$ cat src/rtl/sorted_table_exponential_search_macros.svh
// assertion helpers shared by the rtl modules
`ifndef SORTED_TABLE_EXPONENTIAL_SEARCH_MACROS_SVH
`define SORTED_TABLE_EXPONENTIAL_SEARCH_MACROS_SVH

// same-cycle implication, disabled while reset is low
`define STES_ASSERT_IMPL(lbl, clk, rst_n, ante, cons, msg) \
    lbl: assert property (@(posedge clk) disable iff (!rst_n) (ante) |-> (cons)) \
        else $error(msg);

// next-cycle implication, disabled while reset is low
`define STES_ASSERT_NEXT(lbl, clk, rst_n, ante, cons, msg) \
    lbl: assert property (@(posedge clk) disable iff (!rst_n) (ante) |=> (cons)) \
        else $error(msg);

`endif

$ cat src/rtl/stes_pkg.sv
package stes_pkg;

    // field widths
    localparam int LEN_W     = 11;
    localparam int IDX_W     = 10;
    localparam int KEY_W     = 32;
    localparam int POS_W     = 11;
    localparam int CNT_W     = LEN_W + 1;
    localparam int S_TDATA_W = 48;
    localparam int M_TDATA_W = 16;

    // parameter defaults
    localparam int DEF_TABLE_DEPTH = 1024;
    localparam int DEF_WORD_BITS   = 32;

    // command codes carried on tuser
    localparam logic CMD_WRITE  = 1'b0;
    localparam logic CMD_SEARCH = 1'b1;

    typedef enum logic [2:0] {
        S_IDLE,
        S_EXP,
        S_SETUP,
        S_HALF,
        S_DONE
    } t_state;

    typedef struct packed {
        logic wr_entry;
        logic start;
        logic exp_next;
        logic half_init;
        logic half_next;
        logic out_load;
    } t_dp_cmd;

    typedef struct packed {
        logic len_zero;
        logic len_gt1;
        logic exp_more;
        logic half_more;
        logic out_free;
    } t_dp_stat;

endpackage

$ cat src/rtl/stes_ctrl.sv
`include "sorted_table_exponential_search_macros.svh"

module stes_ctrl (
    input  logic              i_clk,
    input  logic              i_rst_n,
    input  logic              i_in_valid,
    input  logic              i_in_cmd,
    input  stes_pkg::t_dp_stat i_stat,
    output logic              o_in_ready,
    output stes_pkg::t_dp_cmd  o_cmd
);
    import stes_pkg::*;

    t_state r_state;
    t_state n_state;

    always_ff @(posedge i_clk) begin
        if (!i_rst_n) begin
            r_state <= S_IDLE;
        end else begin
            r_state <= n_state;
        end
    end

    always_comb begin
        n_state = r_state;
        case (r_state)
            S_IDLE: begin
                if (i_in_valid && i_in_cmd == CMD_SEARCH) begin
                    if (i_stat.len_zero) begin
                        n_state = S_DONE;
                    end else if (i_stat.len_gt1) begin
                        n_state = S_EXP;
                    end else begin
                        n_state = S_SETUP;
                    end
                end
            end
            S_EXP: begin
                n_state = i_stat.exp_more ? S_EXP : S_SETUP;
            end
            S_SETUP: begin
                n_state = S_HALF;
            end
            S_HALF: begin
                n_state = i_stat.half_more ? S_HALF : S_DONE;
            end
            S_DONE: begin
                if (i_stat.out_free) begin
                    n_state = S_IDLE;
                end
            end
            default: begin
                n_state = S_IDLE;
            end
        endcase
    end

    always_comb begin
        o_cmd      = '0;
        o_in_ready = 1'b0;
        case (r_state)
            S_IDLE: begin
                o_in_ready     = 1'b1;
                o_cmd.start    = i_in_valid && (i_in_cmd == CMD_SEARCH);
                o_cmd.wr_entry = i_in_valid && (i_in_cmd == CMD_WRITE);
            end
            S_EXP: begin
                o_cmd.exp_next = 1'b1;
            end
            S_SETUP: begin
                o_cmd.half_init = 1'b1;
            end
            S_HALF: begin
                o_cmd.half_next = 1'b1;
            end
            S_DONE: begin
                o_cmd.out_load = i_stat.out_free;
            end
            default: begin
                o_cmd = '0;
            end
        endcase
    end

    `STES_ASSERT_IMPL(a_cmd_onehot, i_clk, i_rst_n, 1'b1, $onehot0(o_cmd), "two commands at once")
    `STES_ASSERT_NEXT(a_search_busy, i_clk, i_rst_n, o_cmd.start, r_state != S_IDLE, "search did not leave idle")
    `STES_ASSERT_NEXT(a_done_leaves, i_clk, i_rst_n, o_cmd.out_load, r_state == S_IDLE, "result load did not return to idle")

endmodule

$ cat config.mk
export PLATFORM = sky130hd
export DESIGN_NAME = stes_ctrl
export DESIGN_NICKNAME = d
export VERILOG_FILES = /design/src/rtl/stes_pkg.sv /design/src/rtl/stes_ctrl.sv
export VERILOG_INCLUDE_DIRS = /design/src /design/src/rtl
export SDC_FILE = /design/constraint.sdc
export NUM_CORES = 1
export LEC_CHECK = 0
export ABC_AREA = 1
export BUFFER_PORTS_ARGS = -buffer_cell sky130_fd_sc_hd__buf_2
export CAP_MARGIN = 10
export CORE_AREA = 10 10 47 49
export DETAILED_ROUTE_END_ITERATION = 10
export DIE_AREA = 0 0 57 59
export SETUP_SLACK_MARGIN = 0.05
export SLEW_MARGIN = 20
export SYNTH_ARGS = -nofsm -noshare
export SYNTH_HDL_FRONTEND = slang
export SYNTH_SLANG_ARGS = --single-unit
$ cat constraint.sdc
create_clock -name i_clk -period 1.2 [get_ports i_clk]
set_clock_uncertainty 0.1 [all_clocks]
set_input_delay 0.12 -clock i_clk [delete_from_list [all_inputs] [get_ports i_clk]]
set_output_delay 0.12 -clock i_clk [all_outputs]
set_load 0.005 [all_outputs]
==> qor.txt, run 1 <==
leading area contributor after synthesis: dfxtp_1
largest net degree at the start of global routing: 8
Placed Cells incl. Taps: 79
# nets final: 88
synth-to-layout area growth: 97.2%
synth top area cells: dfxtp_1 22%, nand2_1 15%, nand3_1 11%, inv_1 11%, nor2_1 8.4%
commonest non-fill, non-tap cell in the layout: buf_2
most frequent cells in the layout: 14 x buf_2, 9 x nand2_1, 8 x inv_1
post-route cell area: 531 µm²
Max VDD drop: 0.560 mV
mapped cell area: 269 µm²
Slew @ Worst Pin: 0.139 ns
# setup viols final: 8
max-capacitance violation count: 0
unrepaired setup endpoints after global routing: yes
Skew-Pair Late Insertion Delay: 0.23 ns
CP cell instances: inv_4 -> nand2_2 -> inv_2 -> buf_4 -> buf_4 -> buf_6
cell mode on critical path: buf_4
Remaining Overflow, GRT: 0
clk sinks: 3
global route hottest layer: met2
Psw: 0.000157 W
#FFs+latches synth: 3
hold path start: i_rst_n
syn_nets: 57
Hold Crit Endpoint: r_state[2]
violated checks: negative setup slack
num rows: 14
CTS buffer count: 3
Die W: 57 µm
met2 Use GR: 0.0946
Hold Path Stages: 3
Final ANT Viol Nets: 0
ANT cells: 0
outcome: finished with violations
Mapped Cells: 48
FMAX: 0.743 GHz
Worst EP required: 0.98 ns
Hold WS: 0.0385 ns
maximum fanout along the worst path: 7
max-slew violations: 0
Leak: 0.296 nW
Largest regs: r_state (3)
Vias: 380
Yosys top cell area share: 0.223
met1 Usage GRT: 0.0473
Tmin final: 1.35 ns
Vert. Die Dim: 59 µm
# DRC: 0
drt pass-1 iters: 2
reg-to-reg setup timing slack: -0.04 ns
total power: 0.000510 W
Ports: 16
part of the power in the clock network: 0.342
slowest CP cell: dfxtp_4
Worst R2R End: r_state[2]
met3 Usage GRT: 0.0150
gr usage total: 0.0492
root buffer cell: clkbuf_4
worst-case clock buffer depth: 2
initial cell density of the core: 0.192
Placer Congestion: 0.734
DP HPWL: 643 µm
fin crit share: 1.12
antenna violations before repair: 0
sequential fraction of the synthesis area: 0.223
CP Capture Type: output port
post-layout util: 0.379
DR vias/cell: 4.04
Rel. slew slack: 0.906
Post-CTS Hold Buffers: 0
CP arrival: 1.13 ns
Initial DRC Count: 2
H-tree depth: 1
Die Area: 3360 µm²
Cell Int Power: 0.000353 W
Final WS setup: -0.146 ns
CP max stage delay: 0.37 ns
kind of critical path: reg2out
vias in the first global route: 392
sw frac: 0.309
worst r2r path cells: 8
Synth Area per Inst: 5.60 µm²
CTS tree: done
largest reg by FF count: r_state
count of cell types in the netlist: 13
PortBufs: 15
Fin. Hold Viols: 0
first-pass GRT wire length: 1410 µm
HP Class: in2reg
Largest register FFs: 3
Layout Cells excl Fill: 94
DR WL/cell: 9.31 µm
crit start category: flop
Logic pwr share: 0.430
Worst-path clk slew: 0.04 ns
Flop pwr share: 0.228
core area: 1400 µm²
Placed Area: 364 µm²
pwr/cell area: 962 nW/µm²
WL final: 875 µm
proportion of layout cells with a drive suffix above 1: 0.590
RR Startpoint: r_state[0]
synth warn: 0
[worst max-delay path: cells and delay by family (launching register included)]
family | cells | cell delay [ns]
buf+inv | 5 | 0.44
flops | 1 | 0.37
simple gates | 1 | 0.07
[power groups by stage]
stage	sequential [W]	clock, W	combinational (W)
floorplan	0.000119	0	0.0000832
global placement	0.000121	0	0.000125
detailed placement	0.000121	0	0.000125
CTS	0.000118	0.000180	0.000175
global route	0.000117	0.000191	0.000245
finish	0.000116	0.000174	0.000219
[final cells by class]
cell class / count / area, µm²
clock buffers: 4 / 26.3
fillers: 161 / 871
inverters: 11 / 43.8
multi-input cells: 34 / 190
flip-flops and latches: 3 / 71.3
well taps: 16 / 20.0
repair buffers: 26 / 179
[worst max path at each step]
stage / from / to / slack (ns)
after floorplan: r_state[0] / r_state[2] / 0.12
after CTS: r_state[1] / o_cmd[5] / -0.11
after detailed placement: r_state[0] / o_cmd[5] / 0.06
after global routing: r_state[0] / o_cmd[5] / -0.22
after global placement: r_state[0] / r_state[0] / 0.08
final: r_state[2] / o_in_ready / -0.15
[logic make-up (layout without fill, tap and decap cells)]
logic type | Yosys count | count (layout) | synth area share
buf+inv | 11 | 41 | 0.153
flops | 3 | 3 | 0.223
compound gates | 2 | 2 | 0.0512
simple gates | 32 | 32 | 0.572
[repair_timing]
item,4_1_cts,5_1_grt
setup buffers,6,6
resized for setup,10,9
setup endpoints to repair,7,10
pin swaps,2,7
[cell usage after synthesis, drive strengths merged]
| library cell | number |
|---|---|
| nand2 | 13 |
| inv | 11 |
| nor2 | 10 |
| nand3 | 6 |
| dfxtp | 3 |
| nand4 | 2 |
| a21oi | 1 |
| nor3 | 1 |
| o21ai | 1 |
[routing by layer]
layer  up-vias  part of all wire
li1        208                 -
met1       163              0.43
met2         9              0.53
met3         0             0.040
met4         0                 0
met5         -                 0
[per-stage QoR]
stage / TNS, ns / worst slack, ns
finish: -0.514 / -0.146
global route: -1.12 / -0.220
CTS: -0.264 / -0.105
detailed placement: 0 / 0.0580
global placement: 0 / 0.0760
floorplan: 0 / 0.118
No activity file was read; power rests on OpenSTA's default activity.
==> inputs of run 2 (changes only) <==
- PLACE_DENSITY: unset -> 0.39
==> qor.txt, run 2 (synthesis gave the netlist of run 1 again) <==
Vert. Die Dim: 59 µm
DP HPWL: 666 µm
Worst EP required: 0.98 ns
reg-to-reg setup timing slack: -0.01 ns
most frequent cells in the layout: 15 x buf_2, 9 x buf_4, 8 x nand2_1
gr usage total: 0.0574
Vias: 403
antenna violations before repair: 0
num rows: 14
Die Area: 3360 µm²
total power: 0.000513 W
HP Class: in2reg
initial cell density of the core: 0.192
violated checks: negative setup slack
unrepaired setup endpoints after global routing: yes
Skew-Pair Late Insertion Delay: 0.24 ns
H-tree depth: 1
Post-CTS Hold Buffers: 0
core area: 1400 µm²
synth-to-layout area growth: 103%
pwr/cell area: 940 nW/µm²
Max VDD drop: 0.467 mV
commonest non-fill, non-tap cell in the layout: buf_2
max-slew violations: 0
crit start category: flop
Fin. Hold Viols: 0
vias in the first global route: 395
# setup viols final: 7
CP arrival: 1.12 ns
Initial DRC Count: 5
Hold WS: 0.0376 ns
DR vias/cell: 4.29
Layout Cells excl Fill: 94
max-capacitance violation count: 0
ANT cells: 0
CTS tree: done
Rel. slew slack: 0.889
Leak: 0.308 nW
worst-case clock buffer depth: 2
maximum fanout along the worst path: 3
drt pass-1 iters: 2
# DRC: 0
Slew @ Worst Pin: 0.166 ns
Placed Cells incl. Taps: 79
Largest regs: r_state (3)
outcome: finished with violations
Worst-path clk slew: 0.04 ns
Ports: 16
Tmin final: 1.34 ns
DR WL/cell: 11.4 µm
proportion of layout cells with a drive suffix above 1: 0.667
Placed Area: 364 µm²
root buffer cell: clkbuf_4
Placer Congestion: 0.700
Die W: 57 µm
Final ANT Viol Nets: 0
final setup TNS: -0.570 ns
CP Capture Type: output port
post-route cell area: 546 µm²
fin crit share: 1.11
# nets final: 88
largest reg by FF count: r_state
clk sinks: 3
FMAX: 0.749 GHz
WL final: 1070 µm
kind of critical path: reg2out
Final WS setup: -0.135 ns
largest net degree at the start of global routing: 7
Largest register FFs: 3
first-pass GRT wire length: 1530 µm
PortBufs: 15
CTS buffer count: 3
Remaining Overflow, GRT: 0
[run 2: critical path, cell delays in order, from the launching register on]
cell and delay [ns]:
dfxtp_4 0.34, nor2_4 0.13, nand2_2 0.09, buf_4 0.15, nor2_4 0.06, buf_2 0.11
[run 2: what timing repair did]
item,CTS,global route
setup buffers,7,4
hold endpoints to repair,0,0
pin swaps,1,4
setup endpoints to repair,9,10
resized for setup,8,14
[run 2: cell type report]
class                           count  area, µm²
Multi-Input combinational cell     34        219
Fill cell                         166        856
Inverter                           11       43.8
Clock buffer                        4       26.3
Tap cell                           16       20.0
Sequential cell                     3       71.3
Timing Repair Buffer               26        165
[run 2: path summary, 6_finish.rpt]
path	start	to	cells past startpoint
worst min-delay path	i_rst_n	r_state[1]	3
worst max-delay path	r_state[1]	o_cmd[4]	5
worst min register to register	r_state[1]	r_state[2]	6
worst max register to register	r_state[1]	r_state[2]	8
[run 2: stage by stage]
stage          setup WS, ns  utilization
2_1_floorplan         0.118            -
3_3_place_gp         0.0365        0.260
3_5_place_dp         0.0430        0.260
4_1_cts              -0.121        0.330
5_1_grt              -0.225        0.389
6_report             -0.135        0.389
[run 2: routing by layer]
layer  wire [µm]  vias up  track usage
met5           0        -            0
met4          10        0       0.0537
met3          64        2       0.0215
met2         618        9        0.101
met1         375      185       0.0497
li1            -      207            -
[run 2: report_power, final]
part	switching, W	total (W)	leakage (nW)	internal, W
logic	0.000108	0.000216	0.266	0.000108
registers	0.0000114	0.000117	0.0267	0.000106
clock network	0.0000549	0.000180	0.0150	0.000125
total	0.000175	0.000513	0.308	0.000338
